<file path="src/design/jts_pkg.sv">
package jts_pkg;

    // Scanner position between, or inside, tokens.
    typedef enum logic [1:0] {
        MODE_IDLE = 2'd0,
        MODE_STR  = 2'd1,
        MODE_NUM  = 2'd2,
        MODE_KW   = 2'd3
    } mode_t;

    // Token kinds as they appear on the result channel.
    typedef enum logic [3:0] {
        KIND_STRING   = 4'd0,
        KIND_NUMBER   = 4'd1,
        KIND_TRUE     = 4'd2,
        KIND_FALSE    = 4'd3,
        KIND_NULL     = 4'd4,
        KIND_LBRACE   = 4'd5,
        KIND_RBRACE   = 4'd6,
        KIND_LBRACKET = 4'd7,
        KIND_RBRACKET = 4'd8,
        KIND_COMMA    = 4'd9,
        KIND_COLON    = 4'd10,
        KIND_ERROR    = 4'd11,
        KIND_END      = 4'd12
    } kind_t;

    // Keyword identifiers held while a keyword is being matched.
    localparam logic [1:0] KW_TRUE  = 2'd0;
    localparam logic [1:0] KW_FALSE = 2'd1;
    localparam logic [1:0] KW_NULL  = 2'd2;

    // Character codes.
    localparam logic [7:0] CH_MINUS    = 8'h2D;
    localparam logic [7:0] CH_0        = 8'h30;
    localparam logic [7:0] CH_9        = 8'h39;
    localparam logic [7:0] CH_QUOTE    = 8'h22;
    localparam logic [7:0] CH_LBRACE   = 8'h7B;
    localparam logic [7:0] CH_RBRACE   = 8'h7D;
    localparam logic [7:0] CH_LBRACKET = 8'h5B;
    localparam logic [7:0] CH_RBRACKET = 8'h5D;
    localparam logic [7:0] CH_COMMA    = 8'h2C;
    localparam logic [7:0] CH_COLON    = 8'h3A;
    localparam logic [7:0] CH_SPACE    = 8'h20;
    localparam logic [7:0] CH_TAB      = 8'h09;
    localparam logic [7:0] CH_LF       = 8'h0A;
    localparam logic [7:0] CH_CR       = 8'h0D;
    localparam logic [7:0] CH_LOWER_T  = 8'h74;
    localparam logic [7:0] CH_LOWER_F  = 8'h66;
    localparam logic [7:0] CH_LOWER_N  = 8'h6E;
    localparam logic [7:0] CH_LOWER_R  = 8'h72;
    localparam logic [7:0] CH_LOWER_U  = 8'h75;
    localparam logic [7:0] CH_LOWER_E  = 8'h65;
    localparam logic [7:0] CH_LOWER_A  = 8'h61;
    localparam logic [7:0] CH_LOWER_L  = 8'h6C;
    localparam logic [7:0] CH_LOWER_S  = 8'h73;

    // One result item.
    typedef struct packed {
        kind_t      kind;
        logic [7:0] value_byte;
        logic       carries_byte;
        logic       token_done;
        logic       last_of_step;
    } result_t;

    // Everything one input byte produces: up to two results.
    typedef struct packed {
        result_t    res0;
        result_t    res1;
        logic [1:0] count;
    } lex_out_t;

endpackage

</file>
<file path="src/design/json_token_scanner.sv">
// A result is registered and appears on the master side in the cycle after its byte's transfer.
// Throughput: one byte per cycle while m_tready is high; a byte with two results (string or keyword cut off by end
// of input, number closed by ',', '}', ']' or end of input) holds s_tready low while the
// second result drains from the two-entry result buffer.
// Reset: synchronous, active low; the scanner returns to idle between tokens and the
// result buffer empties.
module json_token_scanner
    import jts_pkg::*;
(
    input  logic        aclk,
    input  logic        aresetn,
    input  logic        s_tvalid,
    output logic        s_tready,
    input  logic [7:0]  s_tdata,   // [7:0] in_byte
    input  logic        s_tlast,   // end_of_input
    output logic        m_tvalid,
    input  logic        m_tready,
    output logic [15:0] m_tdata,   // [7:0] value_byte, [8] last_of_step, [15:9] zero
    output logic [4:0]  m_tuser,   // [3:0] token_kind, [4] carries_byte
    output logic        m_tlast    // token_done
);

    lex_out_t lex_out;
    logic     in_fire;
    logic     out_fire;

    logic     out0_valid_reg, out0_valid_next;
    logic     out1_valid_reg, out1_valid_next;
    result_t  out0_reg, out0_next;
    result_t  out1_reg, out1_next;

    // A byte is taken only when both result slots can absorb what it makes.
    assign s_tready = !out1_valid_reg && (!out0_valid_reg || m_tready);
    assign in_fire  = s_tvalid && s_tready;
    assign out_fire = m_tvalid && m_tready;

    jts_lexer u_lexer (
        .aclk         (aclk),
        .aresetn      (aresetn),
        .step_en      (in_fire),
        .in_byte      (s_tdata),
        .end_of_input (s_tlast),
        .lex_out      (lex_out)
    );

    // Result buffer update.
    always_comb begin
        out0_valid_next = out0_valid_reg;
        out1_valid_next = out1_valid_reg;
        out0_next       = out0_reg;
        out1_next       = out1_reg;
        priority if (in_fire) begin
            out0_valid_next = (lex_out.count != 2'd0);
            out1_valid_next = (lex_out.count == 2'd2);
            out0_next       = lex_out.res0;
            out1_next       = lex_out.res1;
        end else if (out_fire) begin
            out0_valid_next = out1_valid_reg;
            out1_valid_next = 1'b0;
            out0_next       = out1_reg;
        end else begin
            out0_valid_next = out0_valid_reg;
        end
    end

    always_ff @(posedge aclk) begin
        if (!aresetn) begin
            out0_valid_reg <= 1'b0;
            out1_valid_reg <= 1'b0;
        end else begin
            out0_valid_reg <= out0_valid_next;
            out1_valid_reg <= out1_valid_next;
        end
    end

    always_ff @(posedge aclk) begin
        out0_reg <= out0_next;
        out1_reg <= out1_next;
    end

    // Master-side packing.
    assign m_tvalid = out0_valid_reg;
    assign m_tdata  = {7'b0000000, out0_reg.last_of_step, out0_reg.value_byte};
    assign m_tuser  = {out0_reg.carries_byte, 4'(out0_reg.kind)};
    assign m_tlast  = out0_reg.token_done;

    // The second slot is only ever filled behind a filled first slot.
    a_slot_order: assert property (@(posedge aclk) disable iff (!aresetn)
        out1_valid_reg |-> out0_valid_reg)
        else $error("second result slot valid while first slot empty");

    // A two-result byte shows its first result without the end-of-step mark.
    a_two_results: assert property (@(posedge aclk) disable iff (!aresetn)
        (in_fire && (lex_out.count == 2'd2)) |=>
            (m_tvalid && out1_valid_reg && !m_tdata[8]))
        else $error("two-result byte not buffered as two transfers");

    // The buffered second result always closes its step.
    a_second_last: assert property (@(posedge aclk) disable iff (!aresetn)
        out1_valid_reg |-> out1_reg.last_of_step)
        else $error("second result of a byte lacks the end-of-step mark");

endmodule

</file>
<file path="src/design/jts_lexer.sv">
module jts_lexer
    import jts_pkg::*;
(
    input  logic       aclk,
    input  logic       aresetn,
    input  logic       step_en,
    input  logic [7:0] in_byte,
    input  logic       end_of_input,
    output lex_out_t   lex_out
);

    mode_t      mode_reg, mode_next;
    logic [1:0] kw_id_reg, kw_id_next;
    logic [2:0] kw_pos_reg, kw_pos_next;

    // Idle-state lexing of the current byte, shared by the idle and number modes.
    logic       idle_emit;
    kind_t      idle_kind;
    logic       idle_carries;
    logic       idle_done;

    logic       is_space;
    logic       is_num_start;
    logic       num_delim;
    logic [2:0] kw_len_cur;
    logic [7:0] kw_char_cur;
    logic       kw_match;
    logic [2:0] kw_pos_inc;

    function automatic result_t make_result(kind_t kind, logic [7:0] value,
                                            logic carries, logic done, logic last);
        result_t r;
        r.kind         = kind;
        r.value_byte   = value;
        r.carries_byte = carries;
        r.token_done   = done;
        r.last_of_step = last;
        return r;
    endfunction

    function automatic logic [2:0] kw_len(logic [1:0] id);
        logic [2:0] len;
        unique case (id)
            KW_TRUE:  len = 3'd4;
            KW_FALSE: len = 3'd5;
            KW_NULL:  len = 3'd4;
            default:  len = 3'd0;
        endcase
        return len;
    endfunction

    function automatic logic [7:0] kw_char(logic [1:0] id, logic [2:0] pos);
        logic [7:0] ch;
        ch = 8'h00;
        unique case (id)
            KW_TRUE: begin
                unique case (pos)
                    3'd0:    ch = CH_LOWER_T;
                    3'd1:    ch = CH_LOWER_R;
                    3'd2:    ch = CH_LOWER_U;
                    3'd3:    ch = CH_LOWER_E;
                    default: ch = 8'h00;
                endcase
            end
            KW_FALSE: begin
                unique case (pos)
                    3'd0:    ch = CH_LOWER_F;
                    3'd1:    ch = CH_LOWER_A;
                    3'd2:    ch = CH_LOWER_L;
                    3'd3:    ch = CH_LOWER_S;
                    3'd4:    ch = CH_LOWER_E;
                    default: ch = 8'h00;
                endcase
            end
            KW_NULL: begin
                unique case (pos)
                    3'd0:    ch = CH_LOWER_N;
                    3'd1:    ch = CH_LOWER_U;
                    3'd2:    ch = CH_LOWER_L;
                    3'd3:    ch = CH_LOWER_L;
                    default: ch = 8'h00;
                endcase
            end
            default: ch = 8'h00;
        endcase
        return ch;
    endfunction

    // Character classes.
    assign is_space     = (in_byte == CH_SPACE) || (in_byte == CH_TAB) ||
                          (in_byte == CH_LF) || (in_byte == CH_CR);
    assign is_num_start = (in_byte == CH_MINUS) ||
                          ((in_byte >= CH_0) && (in_byte <= CH_9));
    assign num_delim    = end_of_input || is_space || (in_byte == CH_COMMA) ||
                          (in_byte == CH_RBRACE) || (in_byte == CH_RBRACKET);

    // Keyword letter compare.
    assign kw_len_cur  = kw_len(kw_id_reg);
    assign kw_char_cur = kw_char(kw_id_reg, kw_pos_reg);
    assign kw_match    = (kw_pos_reg < kw_len_cur) && (in_byte == kw_char_cur);
    assign kw_pos_inc  = kw_pos_reg + 3'd1;

    // Result of lexing the byte from the idle state.
    always_comb begin
        idle_emit    = 1'b1;
        idle_kind    = KIND_ERROR;
        idle_carries = 1'b0;
        idle_done    = 1'b1;
        priority if (end_of_input) begin
            idle_kind = KIND_END;
        end else if (is_space) begin
            idle_emit = 1'b0;
        end else if (in_byte == CH_LBRACE) begin
            idle_kind = KIND_LBRACE;
        end else if (in_byte == CH_RBRACE) begin
            idle_kind = KIND_RBRACE;
        end else if (in_byte == CH_LBRACKET) begin
            idle_kind = KIND_LBRACKET;
        end else if (in_byte == CH_RBRACKET) begin
            idle_kind = KIND_RBRACKET;
        end else if (in_byte == CH_COMMA) begin
            idle_kind = KIND_COMMA;
        end else if (in_byte == CH_COLON) begin
            idle_kind = KIND_COLON;
        end else if ((in_byte == CH_QUOTE) || (in_byte == CH_LOWER_T) ||
                     (in_byte == CH_LOWER_F) || (in_byte == CH_LOWER_N)) begin
            idle_emit = 1'b0;
        end else if (is_num_start) begin
            idle_kind    = KIND_NUMBER;
            idle_carries = 1'b1;
            idle_done    = 1'b0;
        end else begin
            idle_kind = KIND_ERROR;
        end
    end

    // Next state.
    always_comb begin
        mode_next   = mode_reg;
        kw_id_next  = kw_id_reg;
        kw_pos_next = kw_pos_reg;
        unique case (mode_reg)
            MODE_IDLE: begin
                if (!end_of_input) begin
                    priority if (in_byte == CH_QUOTE) begin
                        mode_next = MODE_STR;
                    end else if (in_byte == CH_LOWER_T) begin
                        mode_next   = MODE_KW;
                        kw_id_next  = KW_TRUE;
                        kw_pos_next = 3'd1;
                    end else if (in_byte == CH_LOWER_F) begin
                        mode_next   = MODE_KW;
                        kw_id_next  = KW_FALSE;
                        kw_pos_next = 3'd1;
                    end else if (in_byte == CH_LOWER_N) begin
                        mode_next   = MODE_KW;
                        kw_id_next  = KW_NULL;
                        kw_pos_next = 3'd1;
                    end else if (is_num_start) begin
                        mode_next = MODE_NUM;
                    end else begin
                        mode_next = MODE_IDLE;
                    end
                end
            end
            MODE_STR: begin
                if (end_of_input || (in_byte == CH_QUOTE)) begin
                    mode_next = MODE_IDLE;
                end
            end
            MODE_NUM: begin
                // A delimiter never opens a new token, so the scanner goes idle.
                if (num_delim) begin
                    mode_next = MODE_IDLE;
                end
            end
            MODE_KW: begin
                priority if (end_of_input) begin
                    mode_next = MODE_IDLE;
                end else if (kw_match) begin
                    kw_pos_next = kw_pos_inc;
                    if (kw_pos_inc == kw_len_cur) begin
                        mode_next   = MODE_IDLE;
                        kw_pos_next = 3'd0;
                    end
                end else begin
                    mode_next   = MODE_IDLE;
                    kw_pos_next = 3'd0;
                end
            end
            default: mode_next = MODE_IDLE;
        endcase
    end

    // Results of this byte.
    always_comb begin
        lex_out.res0  = make_result(KIND_ERROR, 8'h00, 1'b0, 1'b1, 1'b1);
        lex_out.res1  = make_result(KIND_END, 8'h00, 1'b0, 1'b1, 1'b1);
        lex_out.count = 2'd0;
        unique case (mode_reg)
            MODE_IDLE: begin
                lex_out.res0  = make_result(idle_kind,
                                            idle_carries ? in_byte : 8'h00,
                                            idle_carries, idle_done, 1'b1);
                lex_out.count = idle_emit ? 2'd1 : 2'd0;
            end
            MODE_STR: begin
                priority if (end_of_input) begin
                    lex_out.res0  = make_result(KIND_ERROR, 8'h00, 1'b0, 1'b1, 1'b0);
                    lex_out.res1  = make_result(KIND_END, 8'h00, 1'b0, 1'b1, 1'b1);
                    lex_out.count = 2'd2;
                end else if (in_byte == CH_QUOTE) begin
                    lex_out.res0  = make_result(KIND_STRING, 8'h00, 1'b0, 1'b1, 1'b1);
                    lex_out.count = 2'd1;
                end else begin
                    lex_out.res0  = make_result(KIND_STRING, in_byte, 1'b1, 1'b0, 1'b1);
                    lex_out.count = 2'd1;
                end
            end
            MODE_NUM: begin
                if (num_delim) begin
                    // Close the number, then the delimiter's own token if any.
                    lex_out.res0  = make_result(KIND_NUMBER, 8'h00, 1'b0, 1'b1,
                                                !idle_emit);
                    lex_out.res1  = make_result(idle_kind, 8'h00, 1'b0, 1'b1, 1'b1);
                    lex_out.count = idle_emit ? 2'd2 : 2'd1;
                end else begin
                    lex_out.res0  = make_result(KIND_NUMBER, in_byte, 1'b1, 1'b0, 1'b1);
                    lex_out.count = 2'd1;
                end
            end
            MODE_KW: begin
                priority if (end_of_input) begin
                    lex_out.res0  = make_result(KIND_ERROR, 8'h00, 1'b0, 1'b1, 1'b0);
                    lex_out.res1  = make_result(KIND_END, 8'h00, 1'b0, 1'b1, 1'b1);
                    lex_out.count = 2'd2;
                end else if (kw_match) begin
                    lex_out.res0  = make_result(kind_t'(4'(KIND_TRUE) + {2'b00, kw_id_reg}),
                                                8'h00, 1'b0, 1'b1, 1'b1);
                    lex_out.count = (kw_pos_inc == kw_len_cur) ? 2'd1 : 2'd0;
                end else begin
                    lex_out.res0  = make_result(KIND_ERROR, 8'h00, 1'b0, 1'b1, 1'b1);
                    lex_out.count = 2'd1;
                end
            end
            default: lex_out.count = 2'd0;
        endcase
    end

    // Scanner state registers.
    always_ff @(posedge aclk) begin
        if (!aresetn) begin
            mode_reg   <= MODE_IDLE;
            kw_id_reg  <= KW_TRUE;
            kw_pos_reg <= 3'd0;
        end else if (step_en) begin
            mode_reg   <= mode_next;
            kw_id_reg  <= kw_id_next;
            kw_pos_reg <= kw_pos_next;
        end
    end

endmodule
</file>
<file path="config.mk">
export PLATFORM = sky130hd
export DESIGN_NAME = json_token_scanner
export DESIGN_NICKNAME = d
export VERILOG_FILES = /design/src/design/jts_pkg.sv /design/src/design/json_token_scanner.sv /design/src/design/jts_lexer.sv
export SDC_FILE = /design/constraint.sdc
export NUM_CORES = 1
export LEC_CHECK = 0
export BUFFER_PORTS_ARGS = -buffer_cell sky130_fd_sc_hd__clkbuf_2
export CAP_MARGIN = 0
export CORE_MARGIN = 4
export CORE_UTILIZATION = 50
export CTS_BUF_LIST = sky130_fd_sc_hd__clkbuf_2 sky130_fd_sc_hd__clkbuf_4 sky130_fd_sc_hd__clkbuf_8
export CTS_CLUSTER_SIZE = 16
export DETAILED_ROUTE_END_ITERATION = 8
export PLACE_DENSITY = 0.83
export SETUP_SLACK_MARGIN = 0.02
export SKIP_LAST_GASP = 1
export SYNTH_ARGS = -nofsm -noshare
export SYNTH_HDL_FRONTEND = slang
export SYNTH_SLANG_ARGS = --single-unit
</file>
<file path="constraint.sdc">
create_clock -name aclk -period 5.1 [get_ports aclk]
set_clock_uncertainty 0.2 [all_clocks]
set_input_delay 0 -clock aclk [delete_from_list [all_inputs] [get_ports aclk]]
set_output_delay 0 -clock aclk [all_outputs]
set_load 0.02 [all_outputs]
</file>
Yosys cells after proc, flatten, opt, wreduce, memory -nomap -nowiden
Index checks and enable logic that the tools add are counted.
{"block": "classes", "n_addsub": 2, "n_lt_le_gt_ge": 3, "n_eq_ne": 34, "mux": 89, "bitwise_logic": 2, "n_reduce_logical": 34}
{"op": "two-way mux 15 bit", "count": 5}
{"op": "case mux 15 bit (4 select lines)", "count": 1}
{"op": "equality test 8 x 7 -> 1 bit (second input constant)", "count": 7}
{"op": "equality test 8 x 6 -> 1 bit (second input constant)", "count": 5}
{"op": "two-way mux 4 bit", "count": 10}
{"op": "two-way mux 2 bit", "count": 19}
{"op": "two-way mux 1 bit", "count": 35}
{"op": "case mux 7 bit (5 select lines)", "count": 1}
{"op": "case mux 7 bit (4 select lines)", "count": 1}
{"op": "equality test 8 x 4 -> 1 bit (second input constant)", "count": 3}
{"op": "two-way mux 3 bit", "count": 8}
{"op": "case mux 8 bit (3 select lines)", "count": 1}
{"op": "two-way mux 11 bit", "count": 2}
{"op": "case mux 7 bit (3 select lines)", "count": 1}
{"op": "case mux 2 bit (4 select lines)", "count": 2}
{"op": "logical OR 1 bit", "count": 13}
{"op": "case mux 3 bit (2 select lines)", "count": 2}
{"op": "AND reduction 5 bit", "count": 2}
{"op": "equality test 2 bit (second input constant)", "count": 4}
{"op": "equality test 8 bit", "count": 1}
{"op": "greater-or-equal comparator 8 x 6 -> 1 bit (second input constant)", "count": 1}
{"op": "less-or-equal comparator 8 x 6 -> 1 bit (second input constant)", "count": 1}
{"op": "two-way mux 8 bit", "count": 1}
{"op": "equality test 3 x 2 -> 1 bit (second input constant)", "count": 2}
{"op": "other kinds (21)", "count": 36}
{"block": "word_totals", "reg_bits": 39, "inputBits": 13, "out_inout_bits": 24, "elab_cells": 179}

Longest topological paths before layout
{"block": "logic_depth", "ltp_word": 18, "ltp_mapped": 10, "mapped_depth_nobuf": 9}

By module
Synthesis repeated with hierarchy kept, for this count alone.
{"block": "hier_totals", "hier_cells": 285, "hier_area_um2": 2753.9}
{"module": "jts_lexer", "instances": 1, "cells_each": 213, "area_per_inst_um2": 1431.4, "seq_area_each_um2": 140.1}
{"module": "json_token_scanner", "instances": 1, "cells_each": 72, "area_per_inst_um2": 1322.5, "seq_area_each_um2": 940.9}

Worst setup path after synthesis
Ideal clock, no wire load.
{"block": "synth_path", "path_kind": "register to register", "startpoint": "register u_lexer.kw_pos_reg[2]", "endpoint": "register out0_reg (netlist bit m_tuser[1]) (data pin)", "setup_time_ns": 0.270, "t_arrival_ns": 2.187, "t_required_ns": 4.630, "setup_slack_ns": 2.443, "stages_incl_launch_ff": 11, "n_path_buf": 1, "period_less_slack_ns": 2.657, "cell_sequence": "dfxtp_1 > buf_2 > inv_1 > ha_1 > nor4_1 > a311oi_1 > mux2i_1 > nand4_1 > nor4_4 > nor3b_1 > o31ai_1"}
{"item": "start, declared", "line": "jts_lexer.sv:14", "text": "logic [2:0] kw_pos_reg, kw_pos_next;"}
{"item": "start signal, assigned", "line": "jts_lexer.sv:259", "text": "kw_pos_reg <= kw_pos_next;"}
{"item": "end signal, assigned", "line": "json_token_scanner.sv:77", "text": "out0_reg <= out0_next;"}
{"item": "end, declared", "line": "json_token_scanner.sv:29", "text": "result_t out0_reg, out0_next;"}

==> results.txt <==
The run finished with clean final reports. The post-detailed-route via-to-cell ratio is 5.79. Setup repair after global routing left no endpoint under its margin. The share of synthesized cell area in full adder, half adder and majority cells came out at 4.14%.

The number of placement rows is 23. For this design the ratio of total power to cell area is 217 mW/mm^2. For this configuration, the core starts out at a cell density of 52.1%.

The antenna cell count is 0. Setup violations remaining at the end of the flow were counted as 0. Summed over all nets, the switching power comes to 0.000135 W.

Per report_power, the combinational group accounts for 16.2% of the total. Per report_power, the sequential group accounts for 49.2% of the total. In this design, the stage delay of the slowest critical-path cell is 0.57 ns. The achievable frequency is 0.325 GHz. Cell internal power was estimated by the tool at 0.000387 W. The minimum clock period after layout is 3.08 ns. The number of synthesized flops with an enable pin came out at 19. The wire-length estimate of the detail-placed layout is 3400 um. The number of warnings issued by yosys came out at 0. The final cell count without fillers came out at 317. The critical path starts at u_lexer.kw_pos_reg[2].

The endpoint identified for the worst register-to-register timing path is m_tuser[1]. In the post-synthesis netlist, the biggest area contributors are sky130_fd_sc_hd__edfxtp_1 (27%), sky130_fd_sc_hd__dfxtp_1 (8.5%), sky130_fd_sc_hd__ha_1 (4.1%). Counting cells, the worst reg-to-reg path comes to 9. The capture point of the worst path is m_tuser[1].

The critical path required time came out at 4.92 ns. The total leakage power came out at 0.888 nW. The source of the worst register-to-register timing path is u_lexer.kw_pos_reg[2]. The synthesized area is 0.00211 mm^2. The critical path is of the reg2reg type. The final non-filler cell area came out at 0.00240 mm^2.

The floorplan die height is 73.0 um. The post-CTS setup-driven buffer insertion count came out at 0. Entering global routing, the biggest net connects 17 pins. The setup slack after layout is 2.02 ns. The depth of the critical timing path with buffers and inverters included is 9. The overall via count from detail_route came out at 1835. The number of antenna-violating nets in the routed design came out at 0.

Across all register-to-register paths, the minimum setup slack is 2.02 ns. The fraction of registers with async set or reset after synthesis came out at 0%. The average footprint of a synthesized cell came out at 8.88 um^2.

Of the total power, the share spent switching nets is 25.8%. The number of placed I/O pins came out at 37. For this run, the detailed router's first-pass iteration total came to 6. Of all cell types, the one taking the most synthesized area is sky130_fd_sc_hd__edfxtp_1.

The fraction of the cycle the final worst path needs is 60.3%. The wire length of the first global-routing pass came out at 7930 um. The number of buffer and inverter stages on the critical path is 1. CTS built an H-tree with a depth of 1. After detailed placement, the design holds a cell count of 303. The worst setup path is launched from a flop. The die area is 0.00533 mm^2. The initial DRC count came out at 246. The basic-gate share of the synthesized area counting and, or, nand and nor cells came out at 28.8%. The flip-flop count of the largest register, all copies and words added is 9. The total of flip-flops plus latches after synthesis came out at 28.

Among all stages on the critical path, the largest delay is contributed by sky130_fd_sc_hd__dfxtp_1. The dominant combinational cell family by area after synthesis is simple AND/OR/NAND/NOR gates. The post-synthesis sequential area ratio came out at 35.5%. The worst hold-check path type is in2reg. The maximum vdd drop came out at 0.000155 V.

The DRC violations left is 0. The final layout contains 288 nets. The clock buffer count from CTS came out at 3. The count of cell types in the netlist is 62.

The overall overflow remaining after global route came out at 0. Across every metal layer, demand over resource in global routing totals 18.6%. The clock network latency to the later pin of the worst-skew pair came out at 0.28 ns. The clock transition at the registers of the reported paths is 0.11 ns. CTS saw 28 sinks. The number of buffers on the longest clock path came out at 2. Summed over all failing endpoints, the final setup total negative slack is 0 ns. TritonCTS built the clock tree.

Along the worst path, the maximum fanout reaches 12. The number of endpoints with negative hold slack in the final report came out at 0. The clock group share of total power is 34.6%. The fraction of layout instances using a drive strength above 1 came out at 17.2%.

The signal on the critical path passes through inv_1 > ha_1 > nor4_1 > a311oi_1 > mux2i_1 > nand4_1 > nor4_4 > nor3b_1 > o31ai_1. The count of buffers inserted at the top-level ports came out at 29. The synthesized-area fraction occupied by xor and xnor cells came out at 2.90%. The number of antenna violations at the first check in global routing came out at 0. The gate count of the mapped netlist is 238. The final max-slew violation count is 0. The core area came out at 0.00406 mm^2.

After detailed routing, the average wire length per cell comes to 14.7 um. The element type at the critical path end is a flop. The area share of the largest cell type after synthesis came out at 27.0%. The global placement routability congestion is 0.900. The horizontal die dimension came out at 73.0 um. The clock root buffer is sky130_fd_sc_hd__clkbuf_8. The post-synthesis mux area share came out at 2.49%.

The fraction of the mapped netlist area in compound gates is 18.1%. For the pin with the worst max-slew slack, the measured transition is 0.627 ns. After detailed placement, the total cell area comes to 0.00223 mm^2. The endpoint arrival time on the critical path is 2.89 ns. The number of max-cap violations is 0. The most common flop cell mapped by yosys is sky130_fd_sc_hd__edfxtp_1. The via count of the first global-routing pass was 1653. On the critical path the largest part of the delay comes from simple AND/OR/NAND/NOR gates. After detailed routing, the total wire length is 4650 um.

The relative area change from synthesis to final layout is 13.6%. The minimum setup slack after placement came out at 2.08 ns. The relative slew slack is 58.1%.
## cell usage after synthesis, drive strengths merged, types with 2 or more instances
master	number
and2	9
a211oi	7
nand2	21
nor2b	4
a221oi	2
nand3b	3
edfxtp	19
nor3	5
and3	2
a21oi	9
mux2	2
nor2	18
or3b	2
or3	5
dfxtp	9
inv	14
nor4	6
o2111ai	2
or4b	2
xnor2	2
clkbuf	8
a2111oi	2
nor4bb	2
nor3b	3
mux2i	3
o21a	2
nand3	4
and3b	3
xor2	5
ha	7
nand2b	7
buf	12
or4	3
o21ai	11
a32oi	3
or2	2
## layout make-up
cell class,count,area [um^2]
clock buffer,3,41.3
clock inverter,1,30.0
inverter,14,52.6
multi-input combinational,182,1220
fill,362,1660
timing repair buffer,39,245
tap,50,62.6
sequential,28,751
## layer usage
layer | track usage (%) | share of wire (%)
met1 | 26.8 | 44
met2 | 29.3 | 48
met3 | 2.20 | 6.2
met4 | 4.92 | 1.1
met5 | 0 | 0
## how the worst min path moves through the flow
stage,cells after the start,endpoint,slack [ns],from
floorplan,1,m_tvalid,-0.07,aresetn
global placement,4,out1_valid_reg,0.12,m_tready
detailed placement,4,out1_valid_reg,0.13,m_tready
CTS,2,m_tdata[3],0.002,s_tdata[3]
global route,2,m_tdata[3],0.03,s_tdata[3]
finish,3,u_lexer.kw_id_reg[0],0.007,s_tdata[3]
## power by group through the flow
stage,Sequential [W],Clock (W),Combinational (W)
finish,0.000256,0.000181,0.0000846
CTS,0.000257,0.000181,0.0000846
global route,0.000257,0.000193,0.0000927
floorplan,0.000273,0,0.0000500
global placement,0.000261,0,0.0000774
detailed placement,0.000262,0,0.0000787
## cell families (layout without fill, tap and decap cells)
family,count (synthesis),in the layout
AO/OA/AOI/OAI,52,52
flip-flops,28,28
other,1,7
multiplexers,5,5
XOR/XNOR,7,7
AND/OR/NAND/NOR,104,104
adder cells (fa/ha/maj),7,7
buffers and inverters,34,57
## layout by cell type (no fill, tap or decap), drive strengths merged, types with 6 or more instances in the layout
cell and instances:
nand2b 7, clkbuf 32, o21ai 11, dlygate4sd3 10
inv 14, nor2 18, ha 7, conb 7
a21oi 9, dfxtp 9, and2 9, edfxtp 19
a211oi 7, nor4 6, nand2 21
## worst register-to-register path, cell delays in order, from the launching register on
cell	delay, ns
sky130_fd_sc_hd__dfxtp_1	0.57
sky130_fd_sc_hd__inv_1	0.09
sky130_fd_sc_hd__ha_1	0.28
sky130_fd_sc_hd__nor4_1	0.41
sky130_fd_sc_hd__a311oi_1	0.12
sky130_fd_sc_hd__mux2i_1	0.18
sky130_fd_sc_hd__nand4_1	0.16
sky130_fd_sc_hd__nor4_4	0.49
sky130_fd_sc_hd__nor3b_1	0.24
sky130_fd_sc_hd__o31ai_1	0.08
## per-stage QoR
step                      util (%)  hold slack (ns)  power [W]
after detailed placement      54.9            0.130   0.000340
after global routing          59.2           0.0335   0.000543
after CTS                     59.2          0.00243   0.000523
final                         59.2          0.00727   0.000522
after global placement        54.9            0.122   0.000339
after floorplan                  -          -0.0745   0.000323
## timing repair
item	4_1_cts	5_1_grt
resized for setup	0	0
endpoints found under the hold margin	15	0
hold buffers	10	0
No activity file was read; power rests on OpenSTA's default activity.
